--- src/rtl/nsc_pkg.sv ---
`default_nettype none
// ----------------------------------------------------------------------------
// nsc_pkg
// Shared types, character codes and helper functions of the numeric string
// classifier.
// ----------------------------------------------------------------------------
package nsc_pkg;

    localparam int EXP_W = 16;
    localparam logic [EXP_W-1:0] EXP_MAX = '1;

    localparam logic [5:0] RADIX_MIN = 6'd2;
    localparam logic [5:0] RADIX_MAX = 6'd36;
    localparam logic [5:0] RADIX_DEC = 6'd10;
    localparam logic [5:0] RADIX_HEX = 6'd16;
    localparam logic [5:0] RADIX_OCT = 6'd8;
    localparam logic [5:0] RADIX_BIN = 6'd2;

    // character codes
    localparam logic [7:0] CH_ZERO  = 8'h30;
    localparam logic [7:0] CH_NINE  = 8'h39;
    localparam logic [7:0] CH_DOT   = 8'h2E;
    localparam logic [7:0] CH_PLUS  = 8'h2B;
    localparam logic [7:0] CH_MINUS = 8'h2D;
    localparam logic [7:0] CH_E_LO  = 8'h65;
    localparam logic [7:0] CH_E_UP  = 8'h45;
    localparam logic [7:0] CH_A_LO  = 8'h61;
    localparam logic [7:0] CH_Z_LO  = 8'h7A;
    localparam logic [7:0] CH_A_UP  = 8'h41;
    localparam logic [7:0] CH_Z_UP  = 8'h5A;
    localparam logic [7:0] CH_X_LO  = 8'h78;
    localparam logic [7:0] CH_X_UP  = 8'h58;
    localparam logic [7:0] CH_O_LO  = 8'h6F;
    localparam logic [7:0] CH_O_UP  = 8'h4F;
    localparam logic [7:0] CH_B_LO  = 8'h62;
    localparam logic [7:0] CH_B_UP  = 8'h42;

    localparam logic [6:0] DIGIT_NONE = 7'd99;

    // result classes
    localparam logic [1:0] CLS_INVALID  = 2'd0;
    localparam logic [1:0] CLS_INTEGER  = 2'd1;
    localparam logic [1:0] CLS_FLOAT    = 2'd2;
    localparam logic [1:0] CLS_INTEGRAL = 2'd3;

    typedef enum logic [4:0] {
        PH_INT      = 5'b00001,
        PH_DEC      = 5'b00010,
        PH_EXP_SIGN = 5'b00100,
        PH_EXP_DIG  = 5'b01000,
        PH_BAD      = 5'b10000
    } phase_t;

    // parse flags and exponent of the string in progress
    typedef struct packed {
        phase_t           phase;
        logic             first_was_zero;
        logic             int_digit_seen;
        logic             dot_seen;
        logic             exp_negative;
        logic             exp_digit_seen;
        logic [EXP_W-1:0] exp_value;
    } parse_t;

    localparam parse_t PARSE_CLEAR = '{
        phase:          PH_INT,
        first_was_zero: 1'b0,
        int_digit_seen: 1'b0,
        dot_seen:       1'b0,
        exp_negative:   1'b0,
        exp_digit_seen: 1'b0,
        exp_value:      '0
    };

    // digit value in any radix up to 36, DIGIT_NONE for anything else
    function automatic logic [6:0] digit_value(input logic [7:0] c);
        logic [6:0] v;
        begin
            if (c inside {[CH_ZERO:CH_NINE]})
                v = {3'd0, c[3:0]};
            else if (c inside {[CH_A_LO:CH_Z_LO]})
                v = 7'(c - CH_A_LO + 8'd10);
            else if (c inside {[CH_A_UP:CH_Z_UP]})
                v = 7'(c - CH_A_UP + 8'd10);
            else
                v = DIGIT_NONE;
            return v;
        end
    endfunction

    function automatic logic is_prefix_letter(input logic [7:0] c, input logic [5:0] r);
        begin
            return ((r == RADIX_HEX) && (c == CH_X_LO || c == CH_X_UP)) ||
                   ((r == RADIX_OCT) && (c == CH_O_LO || c == CH_O_UP)) ||
                   ((r == RADIX_BIN) && (c == CH_B_LO || c == CH_B_UP));
        end
    endfunction

endpackage
`default_nettype wire

--- src/rtl/nsc_step.sv ---
`default_nettype none
// ----------------------------------------------------------------------------
// nsc_step
// Next-state logic: folds one character into the parse state of the string.
// ----------------------------------------------------------------------------
module nsc_step
    import nsc_pkg::*;
#(
    parameter int MAX_LEN = 255,
    parameter int LEN_W   = $clog2(MAX_LEN + 1)
)
(
    input  wire logic [5:0]       radix,
    input  wire logic [7:0]       char_code,
    input  wire logic             no_char,
    input  wire parse_t           cur,
    input  wire logic [LEN_W-1:0] char_index,
    input  wire logic [LEN_W-1:0] int_tz,
    input  wire logic [LEN_W-1:0] dec_count,
    input  wire logic [LEN_W-1:0] dec_tz,
    output parse_t                nxt,
    output logic [LEN_W-1:0]      char_index_nxt,
    output logic [LEN_W-1:0]      int_tz_nxt,
    output logic [LEN_W-1:0]      dec_count_nxt,
    output logic [LEN_W-1:0]      dec_tz_nxt
);

    localparam logic [LEN_W-1:0] LEN_LIMIT = LEN_W'(MAX_LEN);
    localparam logic [LEN_W-1:0] ONE       = LEN_W'(1);

    logic              is_dig;
    logic              is_zero;
    logic              is_e;
    logic [EXP_W+3:0]  exp_mul;

    assign is_dig  = (char_code inside {[CH_ZERO:CH_NINE]});
    assign is_zero = (char_code == CH_ZERO);
    assign is_e    = (char_code == CH_E_LO) || (char_code == CH_E_UP);

    // exponent times ten plus the new digit
    assign exp_mul = ({4'd0, cur.exp_value} << 3) + ({4'd0, cur.exp_value} << 1)
                   + {{EXP_W{1'b0}}, char_code[3:0]};

    always_comb
    begin
        nxt            = cur;
        char_index_nxt = char_index;
        int_tz_nxt     = int_tz;
        dec_count_nxt  = dec_count;
        dec_tz_nxt     = dec_tz;

        if (!no_char) begin
            if (char_index >= LEN_LIMIT) begin
                nxt.phase = PH_BAD;
            end else begin
                char_index_nxt = char_index + ONE;
                if (radix != RADIX_DEC) begin
                    // based number: optional 0x / 0o / 0b then digits
                    if (cur.phase == PH_INT) begin
                        if (char_index == ONE && cur.first_was_zero &&
                            is_prefix_letter(char_code, radix)) begin
                            nxt.int_digit_seen = 1'b0;
                        end else if (digit_value(char_code) < {1'b0, radix}) begin
                            if (char_index == '0 && is_zero)
                                nxt.first_was_zero = 1'b1;
                            nxt.int_digit_seen = 1'b1;
                        end else begin
                            nxt.phase = PH_BAD;
                        end
                    end
                end else begin
                    case (cur.phase)
                        PH_INT:
                        begin
                            if (is_dig) begin
                                nxt.int_digit_seen = 1'b1;
                                int_tz_nxt = is_zero ? int_tz + ONE : '0;
                            end else if (char_code == CH_DOT) begin
                                nxt.dot_seen = 1'b1;
                                nxt.phase    = PH_DEC;
                            end else if (is_e && cur.int_digit_seen) begin
                                nxt.phase = PH_EXP_SIGN;
                            end else begin
                                nxt.phase = PH_BAD;
                            end
                        end
                        PH_DEC:
                        begin
                            if (is_dig) begin
                                dec_count_nxt = dec_count + ONE;
                                dec_tz_nxt    = is_zero ? dec_tz + ONE : '0;
                            end else if (is_e && (cur.int_digit_seen || dec_count != '0)) begin
                                nxt.phase = PH_EXP_SIGN;
                            end else begin
                                nxt.phase = PH_BAD;
                            end
                        end
                        PH_EXP_SIGN, PH_EXP_DIG:
                        begin
                            if (is_dig) begin
                                nxt.exp_value = (exp_mul > {4'd0, EXP_MAX})
                                              ? EXP_MAX : exp_mul[EXP_W-1:0];
                                nxt.exp_digit_seen = 1'b1;
                                nxt.phase = PH_EXP_DIG;
                            end else if (cur.phase == PH_EXP_SIGN &&
                                         (char_code == CH_PLUS || char_code == CH_MINUS)) begin
                                nxt.exp_negative = (char_code == CH_MINUS);
                                nxt.phase = PH_EXP_DIG;
                            end else begin
                                nxt.phase = PH_BAD;
                            end
                        end
                        default:
                        begin
                            nxt.phase = PH_BAD;
                        end
                    endcase
                end
            end
        end
    end

endmodule
`default_nettype wire

--- src/rtl/nsc_verdict.sv ---
`default_nettype none
// ----------------------------------------------------------------------------
// nsc_verdict
// Class of a finished string from its final parse state.
// ----------------------------------------------------------------------------
module nsc_verdict
    import nsc_pkg::*;
#(
    parameter int LEN_W = 8
)
(
    input  wire logic [5:0]       radix,
    input  wire parse_t           st,
    input  wire logic [LEN_W-1:0] char_index,
    input  wire logic [LEN_W-1:0] int_tz,
    input  wire logic [LEN_W-1:0] dec_count,
    input  wire logic [LEN_W-1:0] dec_tz,
    output logic [1:0]            num_class
);

    localparam int CMP_W = (LEN_W > EXP_W) ? LEN_W : EXP_W;

    logic [LEN_W-1:0] kept;
    logic [CMP_W-1:0] exp_c;
    logic [CMP_W-1:0] int_tz_c;
    logic [CMP_W-1:0] kept_c;
    logic             has_exp;

    // decimal digits that are not trailing zeros
    assign kept     = dec_count - dec_tz;
    assign exp_c    = CMP_W'(st.exp_value);
    assign int_tz_c = CMP_W'(int_tz);
    assign kept_c   = CMP_W'(kept);
    assign has_exp  = (st.phase == PH_EXP_SIGN) || (st.phase == PH_EXP_DIG);

    always_comb
    begin
        if (radix < RADIX_MIN || radix > RADIX_MAX || char_index == '0 ||
            st.phase == PH_BAD) begin
            num_class = CLS_INVALID;
        end else if (radix != RADIX_DEC) begin
            num_class = (st.phase == PH_INT && st.int_digit_seen) ? CLS_INTEGER : CLS_INVALID;
        end else if (!st.int_digit_seen && dec_count == '0) begin
            num_class = CLS_INVALID;
        end else if (has_exp && !st.exp_digit_seen) begin
            num_class = CLS_INVALID;
        end else if (!st.dot_seen && !has_exp) begin
            num_class = CLS_INTEGER;
        end else if (st.exp_negative) begin
            num_class = (exp_c <= int_tz_c && kept == '0) ? CLS_INTEGRAL : CLS_FLOAT;
        end else begin
            num_class = (exp_c >= kept_c) ? CLS_INTEGRAL : CLS_FLOAT;
        end
    end

endmodule
`default_nettype wire

--- src/rtl/numeric_string_classifier.sv ---
`default_nettype none
// ----------------------------------------------------------------------------
// numeric_string_classifier
// Classifies a streamed numeric string as invalid, integer, float or float
// with an integral value.
// ----------------------------------------------------------------------------
// usage
//   input channel: one character per beat (char_code), no_char marks a beat
//   that carries no character (an empty string is a single such beat), last
//   closes the string. output channel: one num_class beat per string, sent
//   for the beat that carries last
//   radix is written through radix_we / radix_wdata while the block is idle
//   (resets to ten; ten enables the dot and exponent syntax)
//   result path: the input register, then the result register
//   throughput: one input beat per cycle unless in_stall is high; the step and
//   verdict logic between the input and result registers is combinational
//   reset: all string state clears, radix returns to ten, both valids drop
//   stall: a stalled result holds; input beats without last keep flowing
//   past it, and a further last beat waits in the input register, which
//   then raises in_stall
// ----------------------------------------------------------------------------
module numeric_string_classifier
    import nsc_pkg::*;
#(
    parameter int MAX_LEN = 255
)
(
    input  wire logic       clk,
    input  wire logic       rst_n,

    input  wire logic       radix_we,
    input  wire logic [5:0] radix_wdata,

    input  wire logic       in_valid,
    output logic            in_stall,
    input  wire logic [7:0] char_code,
    input  wire logic       no_char,
    input  wire logic       last,

    output logic            out_valid,
    input  wire logic       out_stall,
    output logic [1:0]      num_class
);

    localparam int LEN_W = $clog2(MAX_LEN + 1);

    // configuration
    logic [5:0]       radix_reg;

    // input register
    logic             s1_valid_reg, s1_valid_next;
    logic [7:0]       s1_char_reg;
    logic             s1_none_reg;
    logic             s1_last_reg;

    // string parse state
    parse_t           parse_reg, parse_next;
    logic [LEN_W-1:0] char_index_reg, char_index_next;
    logic [LEN_W-1:0] int_tz_reg, int_tz_next;
    logic [LEN_W-1:0] dec_count_reg, dec_count_next;
    logic [LEN_W-1:0] dec_tz_reg, dec_tz_next;

    // result register
    logic             out_valid_reg, out_valid_next;
    logic [1:0]       num_class_reg;

    logic             in_accept;
    logic             advance;
    logic [1:0]       class_now;

    // a beat leaves the input register unless it needs the result register
    // and that register is still held by the receiver
    assign advance   = s1_valid_reg && (!s1_last_reg || !out_valid_reg || !out_stall);
    assign in_stall  = s1_valid_reg && !advance;
    assign in_accept = in_valid && !in_stall;

    nsc_step #(
        .MAX_LEN (MAX_LEN),
        .LEN_W   (LEN_W)
    ) u_step (
        .radix          (radix_reg),
        .char_code      (s1_char_reg),
        .no_char        (s1_none_reg),
        .cur            (parse_reg),
        .char_index     (char_index_reg),
        .int_tz         (int_tz_reg),
        .dec_count      (dec_count_reg),
        .dec_tz         (dec_tz_reg),
        .nxt            (parse_next),
        .char_index_nxt (char_index_next),
        .int_tz_nxt     (int_tz_next),
        .dec_count_nxt  (dec_count_next),
        .dec_tz_nxt     (dec_tz_next)
    );

    // verdict is taken on the state that includes the last character
    nsc_verdict #(
        .LEN_W (LEN_W)
    ) u_verdict (
        .radix      (radix_reg),
        .st         (parse_next),
        .char_index (char_index_next),
        .int_tz     (int_tz_next),
        .dec_count  (dec_count_next),
        .dec_tz     (dec_tz_next),
        .num_class  (class_now)
    );

    assign s1_valid_next = in_accept ? 1'b1 : (advance ? 1'b0 : s1_valid_reg);

    always_comb
    begin
        if (advance && s1_last_reg)
            out_valid_next = 1'b1;
        else if (out_valid_reg && !out_stall)
            out_valid_next = 1'b0;
        else
            out_valid_next = out_valid_reg;
    end

    always_ff @(posedge clk or negedge rst_n)
    begin
        if (!rst_n) begin
            radix_reg      <= RADIX_DEC;
            s1_valid_reg   <= 1'b0;
            out_valid_reg  <= 1'b0;
            parse_reg      <= PARSE_CLEAR;
            char_index_reg <= '0;
            int_tz_reg     <= '0;
            dec_count_reg  <= '0;
            dec_tz_reg     <= '0;
        end else begin
            if (radix_we)
                radix_reg <= radix_wdata;
            s1_valid_reg  <= s1_valid_next;
            out_valid_reg <= out_valid_next;
            if (advance) begin
                // a finished string leaves a clean slate for the next one
                if (s1_last_reg) begin
                    parse_reg      <= PARSE_CLEAR;
                    char_index_reg <= '0;
                    int_tz_reg     <= '0;
                    dec_count_reg  <= '0;
                    dec_tz_reg     <= '0;
                end else begin
                    parse_reg      <= parse_next;
                    char_index_reg <= char_index_next;
                    int_tz_reg     <= int_tz_next;
                    dec_count_reg  <= dec_count_next;
                    dec_tz_reg     <= dec_tz_next;
                end
            end
        end
    end

    // payload registers
    always_ff @(posedge clk)
    begin
        if (in_accept) begin
            s1_char_reg <= char_code;
            s1_none_reg <= no_char;
            s1_last_reg <= last;
        end
        if (advance && s1_last_reg)
            num_class_reg <= class_now;
    end

    assign out_valid = out_valid_reg;
    assign num_class = num_class_reg;

endmodule
`default_nettype wire

--- config.mk ---
export PLATFORM = sky130hd
export DESIGN_NAME = numeric_string_classifier
export DESIGN_NICKNAME = d
export VERILOG_FILES = /design/src/rtl/nsc_pkg.sv /design/src/rtl/nsc_step.sv /design/src/rtl/nsc_verdict.sv /design/src/rtl/numeric_string_classifier.sv
export SDC_FILE = /design/constraint.sdc
export NUM_CORES = 1
export LEC_CHECK = 0
export BUFFER_PORTS_ARGS = -buffer_cell sky130_fd_sc_hd__buf_2
export CAP_MARGIN = 15
export CORE_MARGIN = 4
export CORE_UTILIZATION = 45
export CTS_BUF_LIST = sky130_fd_sc_hd__clkbuf_4 sky130_fd_sc_hd__clkbuf_8 sky130_fd_sc_hd__clkbuf_16
export DETAILED_ROUTE_END_ITERATION = 10
export SLEW_MARGIN = 10
export SYNTH_ARGS = -nofsm -noshare
export SYNTH_HDL_FRONTEND = slang
export SYNTH_SLANG_ARGS = --single-unit
export TNS_END_PERCENT = 30
--- constraint.sdc ---
create_clock -name clk -period 8.3 [get_ports clk]
set_input_delay 1.245 -clock clk [delete_from_list [all_inputs] [get_ports clk]]
set_output_delay 1.245 -clock clk [all_outputs]
set_load 0.02 [all_outputs]
==> flow_summary.toml, run 1 <==
[logic_synthesis]
synthCells = 806
synth_cell_types = 71
ys.flop_type = "dfrtp_1"
synth_commonest_cells = "97 x nand2_1, 90 x o21ai_0, 70 x ha_1, 63 x dfrtp_1, 58 x a21oi_1"
yosysTopAreaCell = "dfrtp_1"
synth_edf_count = 12
yosysTopAreaCellShare_pct = 23.6
synthArstFlopShare_pct = 84.6
syn_nets = 900
ys_ff_latch = 78
synth.avg_cell_area_um2 = 8.27
ys_seq_area_share_pct = 30.2
yosysMostFrequentCell = "nand2_1"
synthTopCellsByArea = "dfrtp_1 24%, ha_1 13%, o21ai_0 6.8%, nand2_1 5.5%, edfxtp_1 5.4%"
yosys_warnings = 0
synth_area_um2 = 6670

[sta]
finalMaxSlewViolations = 0
rsz0062_at_grt = "false"
final.setup.tns_ns = 0
fin_skew_ns = 0.00737
setup-violations-final = 0
max-slew-margin-rel_pct = 48.2
finalCritPeriodShare_pct = 72.5
max_freq_mhz = 166
final_hold_viol_count = 0
min_period_ns = 6.02
worstMarginPinSlew_ns = 0.770
fin_ws_ns = 2.28

[die]
die-area_um2 = 16800
num_rows = 44
core-area_um2 = 14500
start_util_pct = 45.9
die_x_um = 130
fp.dieH_um = 130
ioPinCount = 25

[min_path]
hold_class = "reg2reg"

[outcome]
outcome = "complete, no violations"

[placement]
detailed_place_hpwl_mm = 14.4
routabilityCongestion = 0.924
dp_slack_ns = 2.39
io_buffers = 24
place_inst = 986

[detailed_routing]
dr.first_iter.drc_count = 528
wl_per_cell_um = 19.2
dr_total_vias = 6250
drcViolationCount = 0
routed_via_density = 6.23
ant_nets = 0
dr.pass1.iters = 5
routed_wl_mm = 19.2

[setup_path]
start_kind = "flip-flop"
r2r_slack_ns = 2.28
crit_fanout = 17
worstPathArrival_ns = 6.11
path_class = "reg2reg"
worstPathRequired_ns = 8.39
worstSetupEndpointType = "flip-flop"

[clocking]
numClockSinks = 78
ctsHoldBuffers = 0
clk_pin_slew_ns = 0.07
post_cts.repair.setup_buffers = 0
cts_inserted_buffers = 9
insertion_delay_ns = 0.35
clk_path_buf_depth = 2
cts_resized = 0
cts_root_buffer = "clkbuf_16"
cts_tree = "built"
ctsHtreeMaxLevel = 3

[cells_and_area]
antenna_cells = 0
finalCoreUtilization_pct = 49.9
largest_reg_flops = 26
stdcell_count = 1003
drive_gt1_share_pct = 7.94
syn_to_final_growth_pct = 8.67
nets = 908

[global_route]
first_global_vias = 6164
grt_max_degree = 53
antenna_found_initial = 0
grt_overflow_total = 0
grt_use_total_pct = 23.5
grt_pass1_wl_mm = 31.6

[pwr]
ir_worst_vdd_mv = 0.0921
p_total_w = 0.000945
p_per_area_nw_per_um2 = 130
p_leak_nw = 3.23

[job]
max_cap_violations = 0
==> where the power goes <==
part           internal (W)  switching [W]  leakage, nW  total (W)
combinational     0.0000397      0.0000782         2.07   0.000118
sequential         0.000401      0.0000199         1.01   0.000421
clock              0.000225       0.000181        0.142   0.000407
total              0.000666       0.000279         3.23   0.000945
==> final cells by class <==
type                    instances  area (um2)
repair buffers                 32         188
well taps                     184         230
clock buffers                  10         250
fillers                      1416        7290
clock inverters                 6        52.6
multi-input cells             664        4400
inverters                      29         109
flip-flops and latches         78        2020
==> per-layer routing <==
layer	vias up	GRT usage [%]	wire length [um]
li1	3002	-	-
met1	2989	32.8	8810
met2	230	38.0	8860
met3	29	3.23	1190
met4	0	7.40	383
met5	-	0	0
==> final timing paths <==
check	from	endpoint	cells past startpoint
hold / removal	parse_reg[17]$_DFFE_PN0P_	parse_reg[17]$_DFFE_PN0P_	2
setup reg to reg	s1_char_reg[3]$_DFFE_PP_	num_class[0]$_SDFFCE_PP0P_	20
max in group asynchronous	rst_n	parse_reg[13]$_DFFE_PN0P_	2
hold reg to reg	parse_reg[17]$_DFFE_PN0P_	parse_reg[17]$_DFFE_PN0P_	2
setup / recovery	s1_char_reg[3]$_DFFE_PP_	num_class[0]$_SDFFCE_PP0P_	20
min in group asynchronous	rst_n	parse_reg[22]$_DFFE_PN0P_	1
==> through the flow <==
| stage | instance area (um2) | hold slack, ns |
|---|---|---|
| after floorplan | 6670 | 0.448 |
| after global placement | 6930 | 0.467 |
| after detailed placement | 6930 | 0.480 |
| after CTS | 7230 | 0.495 |
| after global routing | 7250 | 0.549 |
| final | 7250 | 0.498 |
==> critical path: stages, from the launching register on <==
cell,delay (ns)
edfxtp_1,0.71
fa_1,0.54
ha_1,0.33
a21o_1,0.22
a221oi_2,0.38
nor4_1,0.12
or4_4,0.43
a311oi_2,0.31
nand3_1,0.39
o22ai_1,0.39
ha_1,0.30
nand2b_1,0.14
a21o_1,0.17
a21o_1,0.17
a21o_1,0.18
a21o_1,0.17
a21o_1,0.17
a21o_1,0.17
a21o_1,0.17
o31ai_1,0.19
a31oi_1,0.11
==> cells in the final DEF, fill, tap and decap left out, types with 12 or more instances in the layout <==
master    instances
dfrtp_1          63
inv_1            29
xnor2_1          16
xor2_1           15
buf_2            24
nand2_1          97
edfxtp_1         12
nor2_1           48
ha_1             70
o21ai_0          90
a21o_1           22
nor3_1           20
nand3_1          31
a21oi_1          58
==> logic make-up after synthesis <==
family                   count (synthesis)  synth area share [%]
flip-flops                              78                  30.2
AO/OA/AOI/OAI                          263                  25.1
AND/OR/NAND/NOR                        291                  21.9
XOR/XNOR                                31                  4.07
buffers and inverters                   64                  3.77
multiplexers                             6                 0.919
adder cells (fa/ha/maj)                 73                  14.0
(Power assumes the default switching activity.)
==> run 2, diff against run 1 <==
==> constraint.sdc (replaced) <==
create_clock -name clk -period 5.9 [get_ports clk]
set_input_delay 0.885 -clock clk [delete_from_list [all_inputs] [get_ports clk]]
set_output_delay 0.885 -clock clk [all_outputs]
set_load 0.02 [all_outputs]
==> flow_summary.toml, run 2 (synthesized netlist as in run 1, its figures left out) <==
[outcome]
outcome = "complete, no violations"

[cells_and_area]
design_area_um2 = 7290
layout_common_cells = "97 x nand2_1, 90 x o21ai_0, 70 x ha_1, 63 x dfrtp_1, 58 x a21oi_1"
syn_to_final_growth_pct = 9.27
antenna_cells = 0
final_common_cell = "nand2_1"
drive_gt1_share_pct = 8.50
largest_reg_flops = 26
nFillCells = 1404
nets = 913

[clocking]
clk_pin_slew_ns = 0.07
cts_inserted_buffers = 9
insertion_delay_ns = 0.35
post_cts.repair.setup_buffers = 0
clk_path_buf_depth = 2
ctsHoldBuffers = 0
cts_resized = 0
cts_root_buffer = "clkbuf_16"
ctsHtreeMaxLevel = 3
cts_tree = "built"
numClockSinks = 78

[pwr]
p_seq_share_pct = 43.9
p_leak_nw = 3.26
p_int_w = 0.000955
ir_worst_vdd_mv = 0.124
p_per_area_nw_per_um2 = 184
p_comb_share_pct = 12.4
netSwitchingPower_w = 0.000388
clockPowerShare_pct = 43.6
swShare_pct = 28.9

[sta]
min_period_ns = 5.36
max_freq_mhz = 187
fin_skew_ns = 0.00605
rsz0062_at_grt = "false"
worstMarginPinSlew_ns = 0.922
final_hold_viol_count = 0
max-slew-margin-rel_pct = 38.0
final.setup.tns_ns = 0
finalCritPeriodShare_pct = 90.8
setup-violations-final = 0
finalMaxSlewViolations = 0

[die]
start_util_pct = 45.9
fp.dieH_um = 130
die-area_um2 = 16800
ioPinCount = 25
core-area_um2 = 14500
die_x_um = 130
num_rows = 44

[detailed_routing]
dr.pass1.iters = 5
ant_nets = 0
wl_per_cell_um = 18.7
routed_via_density = 6.20
dr_total_vias = 6254
routed_wl_mm = 18.9
dr.first_iter.drc_count = 413
drcViolationCount = 0

[placement]
io_buffers = 24
dpl_cell_area_um2 = 6970
routabilityCongestion = 0.885
detailed_place_hpwl_mm = 14.2

[min_path]
hold_start = "parse_reg[17]$_DFFE_PN0P_"
hold_path_end = "parse_reg[17]$_DFFE_PN0P_"
hold_class = "reg2reg"
whs_path_depth = 2

[global_route]
first_global_vias = 5968
grt_overflow_total = 0
grt_pass1_wl_mm = 31.1
grt_use_total_pct = 23.4
grt_max_degree = 67
antenna_found_initial = 0

[setup_path]
start_kind = "flip-flop"
r2r_end = "num_class[0]$_SDFFCE_PP0P_"
reg2regPathDepth = 22
crit_fanout = 11
reg2reg_from = "s1_char_reg[1]$_DFFE_PP_"
worstSetupEndpointType = "flip-flop"
path_class = "reg2reg"
worstPathRequired_ns = 6.00
r2r_slack_ns = 0.54
worstPathArrival_ns = 5.46

[job]
max_cap_violations = 0
[run 2: critical path, stage by stage, from the launching register on]
cell and delay, ns:
edfxtp_1 0.56, inv_1 0.17, ha_1 0.22, o21bai_1 0.10, a21oi_1 0.24, buf_4 0.19
nand4_1 0.43, o21ai_0 0.50, inv_1 0.12, ha_1 0.28, nor2b_1 0.12, o21ai_0 0.16
nand2b_1 0.12, a21o_1 0.20, a21o_1 0.21, a21o_1 0.18, a21o_1 0.18, xor2_1 0.29
inv_1 0.08, ha_1 0.28, a21o_1 0.15, o31ai_1 0.21, a31oi_1 0.11
[run 2: per-layer routing]
metal / wire length (um) / up-vias / global-route usage, %
li1: - / 3026 / -
met1: 8810 / 2993 / 32.5
met2: 8520 / 192 / 36.1
met3: 1050 / 43 / 4.34
met4: 513 / 0 / 9.23
met5: 0 / - / 0
[run 2: how the worst max path moves through the flow]
| stage | slack [ns] | to | startpoint | depth (start not counted) |
|---|---|---|---|---|
| 5_1_grt | 0.006 | num_class[0]$_SDFFCE_PP0P_ | s1_char_reg[1]$_DFFE_PP_ | 22 |
| 2_1_floorplan | 0.73 | num_class[0]$_SDFFCE_PP0P_ | s1_char_reg[3]$_DFFE_PP_ | 21 |
| 3_5_place_dp | 0.53 | num_class[0]$_SDFFCE_PP0P_ | s1_char_reg[3]$_DFFE_PP_ | 20 |
| 3_3_place_gp | 0.64 | num_class[0]$_SDFFCE_PP0P_ | s1_char_reg[3]$_DFFE_PP_ | 20 |
| 6_report | 0.54 | num_class[0]$_SDFFCE_PP0P_ | s1_char_reg[1]$_DFFE_PP_ | 22 |
| 4_1_cts | 0.51 | num_class[0]$_SDFFCE_PP0P_ | s1_char_reg[3]$_DFFE_PP_ | 20 |
[run 2: power by group through the flow]
stage | logic (W) | clock network (W) | registers [W]
after floorplan | 0.000108 | 0 | 0.000591
after global placement | 0.000162 | 0 | 0.000599
after detailed placement | 0.000164 | 0 | 0.000599
after CTS | 0.000165 | 0.000600 | 0.000589
after global routing | 0.000188 | 0.000622 | 0.000592
final | 0.000167 | 0.000586 | 0.000590
[run 2: cell type report]
cell class	count	area, um2	area share (%)
multi-input combinational	664	4400	60.4
clock inverter	7	80.1	1.10
tap	184	230	3.16
sequential	78	2020	27.7
timing repair buffer	37	225	3.09
inverter	29	109	1.49
clock buffer	9	225	3.09
[run 2: metrics by stage]
stage | std cells | total power (W) | setup WS [ns] | hold slack, ns | util, %
6_report | 1008 | 0.00134 | 0.545 | 0.497 | 50.1
5_1_grt | 1008 | 0.00140 | 0.00581 | 0.524 | 50.1
4_1_cts | 1007 | 0.00135 | 0.513 | 0.498 | 50.0
3_5_place_dp | 991 | 0.000764 | 0.531 | 0.482 | 47.9
3_3_place_gp | 991 | 0.000760 | 0.635 | 0.470 | 47.9
2_1_floorplan | 806 | 0.000699 | 0.731 | 0.448 | -
